==> src/rtl/core/pcgb_pkg.sv <==
// ----------------------------------------------------------------------------
// pcgb_pkg
// Widths, constants and the output permutation of the bounded PCG generator.
// ----------------------------------------------------------------------------
`timescale 1ns / 1ps
`default_nettype none

package pcgb_pkg;

  localparam int STATE_W = 64;            // generator state and draw width
  localparam int WORD_W  = 32;            // generator output and bound width
  localparam int SPAN_W  = WORD_W + 1;    // range, up to 2^32
  localparam int CNT_W   = $clog2(STATE_W);
  localparam int CFG_IDX_W = 1;

  localparam logic [CNT_W-1:0] CNT_LAST = CNT_W'(STATE_W - 1);

  localparam logic [STATE_W-1:0] LCG_MUL = 64'd6364136223846793005;

  // Register indexes of the configuration port
  localparam logic [CFG_IDX_W-1:0] REG_SEED_STATE  = 1'd0;
  localparam logic [CFG_IDX_W-1:0] REG_SEED_STREAM = 1'd1;

  // XSH-RR output permutation of the old state
  function automatic logic [WORD_W-1:0] xsh_rr(input logic [STATE_W-1:0] s);
    logic [STATE_W-1:0] x;
    logic [WORD_W-1:0]  mixed;
    logic [4:0]         rot;
    x     = ((s >> 18) ^ s) >> 27;
    mixed = x[WORD_W-1:0];
    rot   = s[63:59];
    return (mixed >> rot) | (mixed << (5'd0 - rot));
  endfunction

endpackage

`default_nettype wire

==> src/rtl/core/pcgb_lcg_mul.sv <==
// ----------------------------------------------------------------------------
// pcgb_lcg_mul
// Bit-serial LCG step: result = state * LCG_MUL + inc, one multiplier bit
// per cycle.
// ----------------------------------------------------------------------------
`timescale 1ns / 1ps
`default_nettype none

module pcgb_lcg_mul (
  input  wire logic                         clk,
  input  wire logic                         rst_n,
  input  wire logic                         start,
  input  wire logic [pcgb_pkg::STATE_W-1:0] state_in,
  input  wire logic [pcgb_pkg::STATE_W-1:0] inc_in,
  output logic                              done,
  output logic [pcgb_pkg::STATE_W-1:0]      result
);

  logic                              busy_r;
  logic                              done_r;
  logic [pcgb_pkg::CNT_W-1:0]        cnt_r;
  logic [pcgb_pkg::STATE_W-1:0]      acc_r;
  logic [pcgb_pkg::STATE_W-1:0]      mcand_r;
  logic [pcgb_pkg::STATE_W-1:0]      mplier_r;

  // Shift-and-add; accumulator starts at the increment
  always_ff @(posedge clk) begin
    if (!rst_n) begin
      busy_r <= 1'b0;
      done_r <= 1'b0;
      cnt_r  <= '0;
    end else begin
      done_r <= 1'b0;
      if (start) begin
        busy_r   <= 1'b1;
        cnt_r    <= '0;
        acc_r    <= inc_in;
        mcand_r  <= pcgb_pkg::LCG_MUL;
        mplier_r <= state_in;
      end else if (busy_r) begin
        if (mplier_r[0]) begin
          acc_r <= acc_r + mcand_r;
        end
        mcand_r  <= mcand_r << 1;
        mplier_r <= mplier_r >> 1;
        cnt_r    <= cnt_r + 1'b1;
        if (cnt_r == pcgb_pkg::CNT_LAST) begin
          busy_r <= 1'b0;
          done_r <= 1'b1;
        end
      end
    end
  end

  assign done   = done_r;
  assign result = acc_r;

endmodule

`default_nettype wire

==> src/rtl/core/pcgb_rem.sv <==
// ----------------------------------------------------------------------------
// pcgb_rem
// Bit-serial restoring remainder: 64-bit dividend modulo a 33-bit divisor,
// one dividend bit per cycle.
// ----------------------------------------------------------------------------
`timescale 1ns / 1ps
`default_nettype none

module pcgb_rem (
  input  wire logic                         clk,
  input  wire logic                         rst_n,
  input  wire logic                         start,
  input  wire logic [pcgb_pkg::STATE_W-1:0] dividend,
  input  wire logic [pcgb_pkg::SPAN_W-1:0]  divisor,
  output logic                              done,
  output logic [pcgb_pkg::SPAN_W-1:0]       remainder
);

  logic                              busy_r;
  logic                              done_r;
  logic [pcgb_pkg::CNT_W-1:0]        cnt_r;
  logic [pcgb_pkg::SPAN_W-1:0]       rem_r;
  logic [pcgb_pkg::SPAN_W-1:0]       dvs_r;
  logic [pcgb_pkg::STATE_W-1:0]      dvd_r;
  logic [pcgb_pkg::SPAN_W:0]         trial;
  logic [pcgb_pkg::SPAN_W:0]         diff;

  // Shift in the next dividend bit, subtract when it fits
  assign trial = {rem_r, dvd_r[pcgb_pkg::STATE_W-1]};
  assign diff  = trial - {1'b0, dvs_r};

  always_ff @(posedge clk) begin
    if (!rst_n) begin
      busy_r <= 1'b0;
      done_r <= 1'b0;
      cnt_r  <= '0;
    end else begin
      done_r <= 1'b0;
      if (start) begin
        busy_r <= 1'b1;
        cnt_r  <= '0;
        rem_r  <= '0;
        dvd_r  <= dividend;
        dvs_r  <= divisor;
      end else if (busy_r) begin
        if (trial >= {1'b0, dvs_r}) begin
          rem_r <= diff[pcgb_pkg::SPAN_W-1:0];
        end else begin
          rem_r <= trial[pcgb_pkg::SPAN_W-1:0];
        end
        dvd_r <= dvd_r << 1;
        cnt_r <= cnt_r + 1'b1;
        if (cnt_r == pcgb_pkg::CNT_LAST) begin
          busy_r <= 1'b0;
          done_r <= 1'b1;
        end
      end
    end
  end

  assign done      = done_r;
  assign remainder = rem_r;

endmodule

`default_nettype wire

==> src/rtl/core/pcg32_bounded_random.sv <==
// Sequence: invalid or equal bounds pass S_CHECK and S_OUT to the output register;
//   a range adds the limit modulo, two LCG steps and the test per draw, and the
//   final modulo; a rejected draw repeats the draw; the first request after
//   reset first seeds the generator with two LCG steps.
// Throughput: one request at a time, taken once the last result has registered.
// Reset: synchronous active-low rst_n clears control, seeds and generator.
// ----------------------------------------------------------------------------
// pcg32_bounded_random
// PCG XSH-RR 64/32 generator answering signed inclusive-range requests by
// rejection sampling on 64-bit draws built from two outputs.
// ----------------------------------------------------------------------------
`timescale 1ns / 1ps
`default_nettype none

module pcg32_bounded_random (
  input  wire logic                           clk,
  input  wire logic                           rst_n,
  // request channel
  input  wire logic                           in_valid,
  output logic                                in_stall,
  input  wire logic signed [31:0]             in_low_bound,
  input  wire logic signed [31:0]             in_high_bound,
  // result channel
  output logic                                out_valid,
  input  wire logic                           out_stall,
  output logic signed [31:0]                  out_value,
  output logic                                out_invalid,
  // configuration channel
  input  wire logic                           cfg_valid,
  output logic                                cfg_ready,
  input  wire logic [pcgb_pkg::CFG_IDX_W-1:0] cfg_index,
  input  wire logic [63:0]                    cfg_data
);

  typedef enum logic [3:0] {
    S_IDLE,
    S_SEED_A_GO,
    S_SEED_A_WAIT,
    S_SEED_B_GO,
    S_SEED_B_WAIT,
    S_CHECK,
    S_LIM_WAIT,
    S_HI_GO,
    S_HI_WAIT,
    S_LO_GO,
    S_LO_WAIT,
    S_TEST,
    S_MOD_WAIT,
    S_OUT
  } state_t;

  state_t                            state_r;
  logic                              seeded_r;
  logic [pcgb_pkg::STATE_W-1:0]      gen_state_r;
  logic [pcgb_pkg::STATE_W-1:0]      seed_state_r;
  logic [pcgb_pkg::STATE_W-1:0]      seed_stream_r;
  logic signed [pcgb_pkg::WORD_W-1:0] lo_r;
  logic signed [pcgb_pkg::WORD_W-1:0] hi_r;
  logic [pcgb_pkg::SPAN_W-1:0]       limit_r;
  logic [pcgb_pkg::STATE_W-1:0]      draw_r;
  logic [pcgb_pkg::WORD_W-1:0]       res_value_r;
  logic                              res_invalid_r;
  logic                              out_valid_r;
  logic [pcgb_pkg::WORD_W-1:0]       out_value_r;
  logic                              out_invalid_r;

  logic [pcgb_pkg::SPAN_W-1:0]       span;
  logic [pcgb_pkg::STATE_W-1:0]      inc;
  logic [pcgb_pkg::WORD_W-1:0]       gen_word;
  logic                              draw_ok;
  logic                              mul_start;
  logic                              mul_done;
  logic [pcgb_pkg::STATE_W-1:0]      mul_result;
  logic                              rem_start;
  logic                              rem_done;
  logic [pcgb_pkg::STATE_W-1:0]      rem_dividend;
  logic [pcgb_pkg::SPAN_W-1:0]       rem_result;

  // Range hi - lo + 1 in 33 bits; only used when hi > lo
  assign span = {hi_r[pcgb_pkg::WORD_W-1], hi_r} - {lo_r[pcgb_pkg::WORD_W-1], lo_r}
                + pcgb_pkg::SPAN_W'(1);
  assign inc      = seed_stream_r | pcgb_pkg::STATE_W'(1);
  assign gen_word = pcgb_pkg::xsh_rr(gen_state_r);
  assign draw_ok  = (draw_r >= pcgb_pkg::STATE_W'(limit_r));

  // Unit launches
  assign mul_start = (state_r == S_SEED_A_GO) || (state_r == S_SEED_B_GO) ||
                     (state_r == S_HI_GO) || (state_r == S_LO_GO);
  assign rem_start = ((state_r == S_CHECK) && (hi_r > lo_r)) ||
                     ((state_r == S_TEST) && draw_ok);
  // limit = (2^64 - span) mod span, then draw mod span
  assign rem_dividend = (state_r == S_CHECK) ?
                        (pcgb_pkg::STATE_W'(0) - pcgb_pkg::STATE_W'(span)) : draw_r;

  pcgb_lcg_mul u_mul (
    .clk      (clk),
    .rst_n    (rst_n),
    .start    (mul_start),
    .state_in (gen_state_r),
    .inc_in   (inc),
    .done     (mul_done),
    .result   (mul_result)
  );

  pcgb_rem u_rem (
    .clk       (clk),
    .rst_n     (rst_n),
    .start     (rem_start),
    .dividend  (rem_dividend),
    .divisor   (span),
    .done      (rem_done),
    .remainder (rem_result)
  );

  // Sequencer, configuration registers and output register
  always_ff @(posedge clk) begin
    if (!rst_n) begin
      state_r       <= S_IDLE;
      seeded_r      <= 1'b0;
      gen_state_r   <= '0;
      seed_state_r  <= '0;
      seed_stream_r <= '0;
      out_valid_r   <= 1'b0;
    end else begin
      // configuration writes
      if (cfg_valid) begin
        case (cfg_index)
          pcgb_pkg::REG_SEED_STATE:  seed_state_r  <= cfg_data;
          pcgb_pkg::REG_SEED_STREAM: seed_stream_r <= cfg_data;
          default: ;
        endcase
      end

      // result taken downstream; S_OUT handles its own reload
      if (out_valid_r && !out_stall && (state_r != S_OUT)) begin
        out_valid_r <= 1'b0;
      end

      case (state_r)
        S_IDLE: begin
          if (in_valid) begin
            lo_r <= in_low_bound;
            hi_r <= in_high_bound;
            if (!seeded_r) begin
              gen_state_r <= '0;
              state_r     <= S_SEED_A_GO;
            end else begin
              state_r <= S_CHECK;
            end
          end
        end
        S_SEED_A_GO: state_r <= S_SEED_A_WAIT;
        S_SEED_A_WAIT: begin
          if (mul_done) begin
            gen_state_r <= mul_result + seed_state_r;
            state_r     <= S_SEED_B_GO;
          end
        end
        S_SEED_B_GO: state_r <= S_SEED_B_WAIT;
        S_SEED_B_WAIT: begin
          if (mul_done) begin
            gen_state_r <= mul_result;
            seeded_r    <= 1'b1;
            state_r     <= S_CHECK;
          end
        end
        S_CHECK: begin
          if (hi_r < lo_r) begin
            res_value_r   <= '1;
            res_invalid_r <= 1'b1;
            state_r       <= S_OUT;
          end else if (hi_r == lo_r) begin
            res_value_r   <= lo_r;
            res_invalid_r <= 1'b0;
            state_r       <= S_OUT;
          end else begin
            state_r <= S_LIM_WAIT;
          end
        end
        S_LIM_WAIT: begin
          if (rem_done) begin
            limit_r <= rem_result;
            state_r <= S_HI_GO;
          end
        end
        // upper word comes from the first output
        S_HI_GO: begin
          draw_r[63:32] <= gen_word;
          state_r       <= S_HI_WAIT;
        end
        S_HI_WAIT: begin
          if (mul_done) begin
            gen_state_r <= mul_result;
            state_r     <= S_LO_GO;
          end
        end
        S_LO_GO: begin
          draw_r[31:0] <= gen_word;
          state_r      <= S_LO_WAIT;
        end
        S_LO_WAIT: begin
          if (mul_done) begin
            gen_state_r <= mul_result;
            state_r     <= S_TEST;
          end
        end
        // reject draws below the limit
        S_TEST: begin
          if (draw_ok) begin
            state_r <= S_MOD_WAIT;
          end else begin
            state_r <= S_HI_GO;
          end
        end
        S_MOD_WAIT: begin
          if (rem_done) begin
            res_value_r   <= lo_r + rem_result[pcgb_pkg::WORD_W-1:0];
            res_invalid_r <= 1'b0;
            state_r       <= S_OUT;
          end
        end
        S_OUT: begin
          if (!out_valid_r || !out_stall) begin
            out_valid_r   <= 1'b1;
            out_value_r   <= res_value_r;
            out_invalid_r <= res_invalid_r;
            state_r       <= S_IDLE;
          end
        end
        default: state_r <= S_IDLE;
      endcase
    end
  end

  assign in_stall    = (state_r != S_IDLE);
  assign cfg_ready   = 1'b1;
  assign out_valid   = out_valid_r;
  assign out_value   = out_value_r;
  assign out_invalid = out_invalid_r;

endmodule

`default_nettype wire

==> config.mk <==
export PLATFORM = sky130hd
export DESIGN_NAME = pcg32_bounded_random
export DESIGN_NICKNAME = d
export VERILOG_FILES = /design/src/rtl/core/pcgb_pkg.sv /design/src/rtl/core/pcgb_lcg_mul.sv /design/src/rtl/core/pcgb_rem.sv /design/src/rtl/core/pcg32_bounded_random.sv
export SDC_FILE = /design/constraint.sdc
export NUM_CORES = 2
export LEC_CHECK = 0
export BUFFER_PORTS_ARGS = -buffer_cell sky130_fd_sc_hd__buf_2
export CAP_MARGIN = 40
export CORE_ASPECT_RATIO = 0.5
export CORE_MARGIN = 5
export CORE_UTILIZATION = 55
export DETAILED_ROUTE_END_ITERATION = 16
export HOLD_SLACK_MARGIN = 0.15
export PLACE_DENSITY = 0.75
export REMOVE_ABC_BUFFERS = 1
export SLEW_MARGIN = 15
export SYNTH_ARGS = -nofsm -noshare
export SYNTH_HDL_FRONTEND = slang
export SYNTH_SLANG_ARGS = --single-unit
export TNS_END_PERCENT = 30
==> constraint.sdc <==
create_clock -name clk -period 6.5 [get_ports clk]
set_input_delay 1.3 -clock clk [delete_from_list [all_inputs] [get_ports clk]]
set_output_delay 1.3 -clock clk [all_outputs]
set_load 0.1 [all_outputs]
---- Word level (Yosys, flattened, before mapping) ----
Cells that the tools add are included.
operators by class
  add/sub/neg operators ................... 10
  multipliers ............................. 0
  divide/modulo/power cells ............... 0
  order comparisons ....................... 4
  equal/unequal tests ..................... 28
  shifts and indexed selects .............. 2
  muxes and demuxes ....................... 48
  bitwise logic cells ..................... 6
  reductions and logical operators ........ 38
operators with widths
  operator                 count
  $mux W64                 13
  $pmux W64 S3             1
  $add A64 B64 Y64         2
  $mux W32                 3
  $mux W33                 2
  $ge A64 B33 Y1           1
  $pmux W32 S2             1
  $xor A46 B59 Y59         1
  $pmux W4 S14             1
  $mux W4                  11
  $ge A34 B33 Y1           1
  $sub A1 B33 Y34 const A  1
  $add A33 B1 Y33 const B  1
  $sub A32 B32 Y33         1
  $sub A33 B33 Y33         1
  $add A32 B32 Y32         1
  $eq A32 B32 Y1           1
  $gt A32 B32 Y1           1
  $lt A32 B32 Y1           1
  $or A32 B32 Y32          1
  $shl A32 B5 Y32          1
  $shr A32 B5 Y32          1
  $eq A4 B4 Y1 const B     6
  $eq A4 B3 Y1 const B     4
  27 further kinds         78
word-level totals
  bits in registers ....................... 763
  bits in latches ......................... 0
  bits in writable memories ............... 0
  ROM bits ................................ 0
  bits of input ports ..................... 134
  output and inout port bits .............. 36
  memories kept ........................... 0

---- Depth between registers and ports, before layout ----
  depth after elaboration ................. 6
  gate-level depth with buffers ........... 18
  depth with buffers taken out ............ 16

---- Cells and area by module ----
A second synthesis with hierarchy kept.
second synthesis, totals
  cells, all modules ...................... 5019
  area, all modules ....................... 47426.7 µm²
modules (own cells, without submodules)
  module                instances  cells each  area an instance (µm²)
  pcg32_bounded_random  1          3321        28212.1
  pcgb_lcg_mul          1          1102        11861.4
  pcgb_rem              1          596         7353.3

---- Worst setup path before layout ----
OpenSTA, ideal clock, no wires.
  kind .................................... register to register
  start ................................... register lo_r[1] (netlist bit)
  end ..................................... register u_rem.dvd_r[0] (netlist bit) (enable)
  data arrival time ....................... 5.406 ns
  data required time ...................... 6.037 ns
  path slack .............................. 0.630 ns
  stages on the path, launching flop included .. 15
  buffers on the path ..................... 1
  period minus slack after synthesis ...... 5.870 ns
  path through ............................ edfxtp_1 -> inv_1 -> ha_1 -> nor2b_1 -> o211ai_1 -> a21oi_1 -> o21bai_1 -> a21oi_1 -> o31a_1 -> or2_2 -> a21oi_1 -> a32oi_1 -> nor2_1 -> clkbuf_1 -> o21a_1
between the ends
  cells in the longest elaborated chain, start to end .. 5
RTL lines
  element                              RTL line                     text
  start, declared                      pcg32_bounded_random.sv:57   logic signed [pcgb_pkg::WORD_W-1:0] lo_r;
  start signal, assigned               pcg32_bounded_random.sv:142  lo_r <= in_low_bound;
  $gt A32 B32 Y1                       pcg32_bounded_random.sv:89   assign rem_start = ((state_r == S_CHECK) && (hi_r > lo_r)) ||
  $logic_and A1 B1 Y1                  pcg32_bounded_random.sv:89
  $logic_or A1 B1 Y1                   pcg32_bounded_random.sv:89
  $reduce_bool A2 Y1 (no source line)  n/a
  $reduce_and A2 Y1 (no source line)   n/a
  end signal, assigned                 pcgb_rem.sv:43               dvd_r <= dividend;
  end signal, assigned                 pcgb_rem.sv:51               dvd_r <= dvd_r << 1;
  end, declared                        pcgb_rem.sv:24               logic [pcgb_pkg::STATE_W-1:0] dvd_r;
Every way passes these cells.
A chain may end at the register's enable or synchronous reset.

---- Worst setup path in the final report ----
  start ................................... register lo_r[1] (netlist bit)
  end ..................................... register u_rem.dvd_r[46] (netlist bit), data pin
between the ends
  cells in the longest elaborated chain, start to end .. 5
  elaborated cells between the ends (all ways) .. 8
  those cells by class .................... 3 x add/sub; 1 x order compare; 2 x mux; 2 x reduce/logical
RTL lines
  element           RTL line                    text
  $sub A32 B32 Y33  pcg32_bounded_random.sv:80  assign span = {hi_r[pcgb_pkg::WORD_W-1], hi_r} - {lo_r[pcgb_pkg::WORD_W-1], lo_r}
  $add A33 B1 Y33   pcg32_bounded_random.sv:81  + pcgb_pkg::SPAN_W'(1);
  $sub A1 B33 Y34   pcg32_bounded_random.sv:93  (pcgb_pkg::STATE_W'(0) - pcgb_pkg::STATE_W'(span)) : draw_r;
  $mux W64          pcg32_bounded_random.sv:92  assign rem_dividend = (state_r == S_CHECK) ?
  $mux W64 *        pcgb_rem.sv:39              if (start) begin
Mark *: on every way between the ends. The rest lies on a longest branch, timed or not.

==> qor.yml <==
worst_setup_path:
  arrival_ns: 6.20
  critPathBufInv: 3
  cp_max_fo: 31
  crit_family: "simple AND/OR/NAND/NOR gates"
  critPathMaxStageDelay_ns: 0.57
  end_kind: "flip-flop"
  critPathSlowestCell: "or4_4"
  critPathRequiredTime_ns: 6.88
  cp_cell_sequence: "inv_1 -> ha_1 -> inv_1 -> ha_1 -> fa_1 -> and3_1 -> o211ai_2 -> a211oi_1 -> or3_1 -> and2_1 -> or4_4 -> or4_1 -> or3_1 -> or4_4 -> o31ai_4 -> buf_4 -> nand3_1"
  start_kind: "flip-flop"
  crit_type: "flip-flop to flip-flop"
sta:
  hold_viol_final: 0
  fmax_mhz: 172
  setup_viol: 0
  post-route-period-util: 0.895
  tightest_slew_ns: 0.935
  period_needed_ns: 5.82
  skew_ns: 0.0236
  rsz0062_at_grt: "false"
  finalMaxSlewViolations: 0
  max_slew_margin: 0.369
  fin_tns_setup_ns: 0
  hold_ws_ns: 0.418
clock_network:
  h-tree-depth: 3
  cts.clk_slew.worst_paths_ns: 0.07
  clk_latency_ns: 0.67
  clock-sinks: 762
  cts_inserted_buffers: 73
  hold_buffers: 0
  postCtsSetupRepairBufs: 0
  cts_tree: "built"
  cts_max_path_buffers: 3
  cts.repair.resized: 0
  cts_root_buf: "clkbuf_16"
synthesis:
  ys_seq_area_frac: 0.439
  ys_async_sr_fraction: 0
  synth-seq-cells: 762
  syn_area_per_cell_um2: 9.17
  synth_most_common_cell: "nand2_1"
  synthMuxAreaShare: 0.0290
  synthXorXnorAreaFrac: 0.0439
  synth_top_family_by_area: "compound AO/OA/AOI/OAI gates"
  syn_inst: 5152
  synth-compound-area-share: 0.189
  syn_area_um2: 47300
  yosys.area.top_type: "edfxtp_1"
  ys_warn_count: 0
  synth_edf_count: 549
  synth_common_cells: "nand2_1 (789), edfxtp_1 (549), a21oi_1 (503), nor2_1 (387), o21ai_0 (303)"
  synth_top_cell_area_share: 0.349
  synthTopCellsByArea: "edfxtp_1 (35%), dfxtp_1 (9.0%), ha_1 (7.6%)"
  yosys.area_share.simple: 0.172
  synth_fa_ha_area_frac: 0.0844
  ys.flop_type: "edfxtp_1"
  synth_cell_types: 96
routing:
  drt_wl_total_um: 131000
  viasPerCell: 6.16
  drc: 0
  drtIter0Drc: 4510
  vias: 39400
  dr.pass1.iters: 6
  antenna_left: 0
  wire_per_inst_um: 20.5
die:
  rows: 76
  dieHeight_um: 217
  core-area_um2: 85700
  initial_core_util: 0.552
  dieArea_um2: 92300
  ios: 170
  die_x_um: 425
global_routing:
  grt_first_pass_wirelength_um: 207000
  antenna_found_initial: 0
  grt_pass1_vias: 37100
  grt_use_total: 0.279
  gr-total-overflow: 0
  grt_max_degree: 89
cells_and_area:
  post-route-util: 0.606
  nets: 5611
  design_area_um2: 51900
  antenna_cells: 0
  final_cells: 6401
  area_growth_pct: 9.85
  drive_above_1_share: 0.0942
power_and_ir_drop:
  leakage_uw: 0.0208
  power.density_nw_per_um2: 308
  peakVddDrop_mv: 0.197
run:
  maxCapViolations: 0
placed_design:
  dpl.cell_count: 6261
  place_area_um2: 49200
  place_congestion: 0.980
  port_buffers: 168
  dp_hpwl_um: 94800
worst_hold_path:
  hp-class: "flip-flop to flip-flop"
outcome:
  status: "complete, no violations"
-- metal layers --
layer / track usage / share of wire / vias to the layer above
met4: 0.0755 / 0.027 / 0
met2: 0.436 / 0.44 / 1557
met5: 0 / 0 / -
met3: 0.0371 / 0.076 / 201
li1: - / - / 18800
met1: 0.409 / 0.45 / 18900
-- stage by stage --
stage	worst slack (ns)	power, uW
finish	0.684	16000
global route	0.405	16800
CTS	0.699	16000
detailed placement	0.750	11200
global placement	0.876	11100
floorplan	-5.05	9690
-- cells by family after synthesis --
family | Yosys count
other | 1
xor gates and xnor gates | 235
buffers and inverters | 516
AOI/OAI and AO/OA | 1426
muxes | 119
and+or+nand+nor | 1786
adders and majority gates | 307
DFF | 762
-- worst register-to-register path, delay by kind of cell (launching register included) --
family / cells / cell delay [ns]
flip-flops: 1 / 0.41
buffers and inverters: 3 / 0.56
AND/OR/NAND/NOR: 8 / 2.84
adder cells (fa/ha/maj): 3 / 0.99
AO/OA/AOI/OAI: 3 / 0.74
-- power by group --
| group | switching (uW) | internal (uW) | total (uW) |
|---|---|---|---|
| clock network | 1980 | 2790 | 4770 |
| logic | 3350 | 1800 | 5140 |
| registers | 277 | 5810 | 6090 |
-- final timing paths --
kind / startpoint / endpoint / slack [ns] / depth (start not counted)
min reg2reg: res_value_r[29] / out_value[29] / 0.42 / 0
max reg2reg: lo_r[1] / u_rem.dvd_r[46] / 0.68 / 17
min: res_value_r[29] / out_value[29] / 0.42 / 0
max: lo_r[1] / u_rem.dvd_r[46] / 0.68 / 17
-- layout by cell type (no fill, tap or decap), drive strengths merged, types with 89 or more instances in the layout --
cell type,n
dfxtp,213
nand4,91
clkbuf,93
a21o,134
a21oi,504
buf,237
edfxtp,549
xor2,89
nand3,110
nor3,98
nor2,387
o21ai,310
nand2,789
inv,221
xnor2,146
ha,287
-- flip-flops by register name (all words and copies together) (netlist names), 63 cells and up --
register and flops:
draw_r 64, seed_state_r 64, seed_stream_r 63, gen_state_r 64, u_mul.mcand_r 64, u_mul.mplier_r 64, u_mul.result 64, u_rem.dvd_r 64
-- layout make-up --
cell class | instances | area, um^2
Tap cell | 1170 | 1460
Timing Repair Buffer | 237 | 1510
Clock inverter | 43 | 574
Multi-Input combinational cell | 3874 | 24700
Sequential cell | 762 | 20800
Inverter | 222 | 842
Clock buffer | 93 | 2100
Fill cell | 7253 | 33800
No activity file was read; power rests on OpenSTA's default activity.
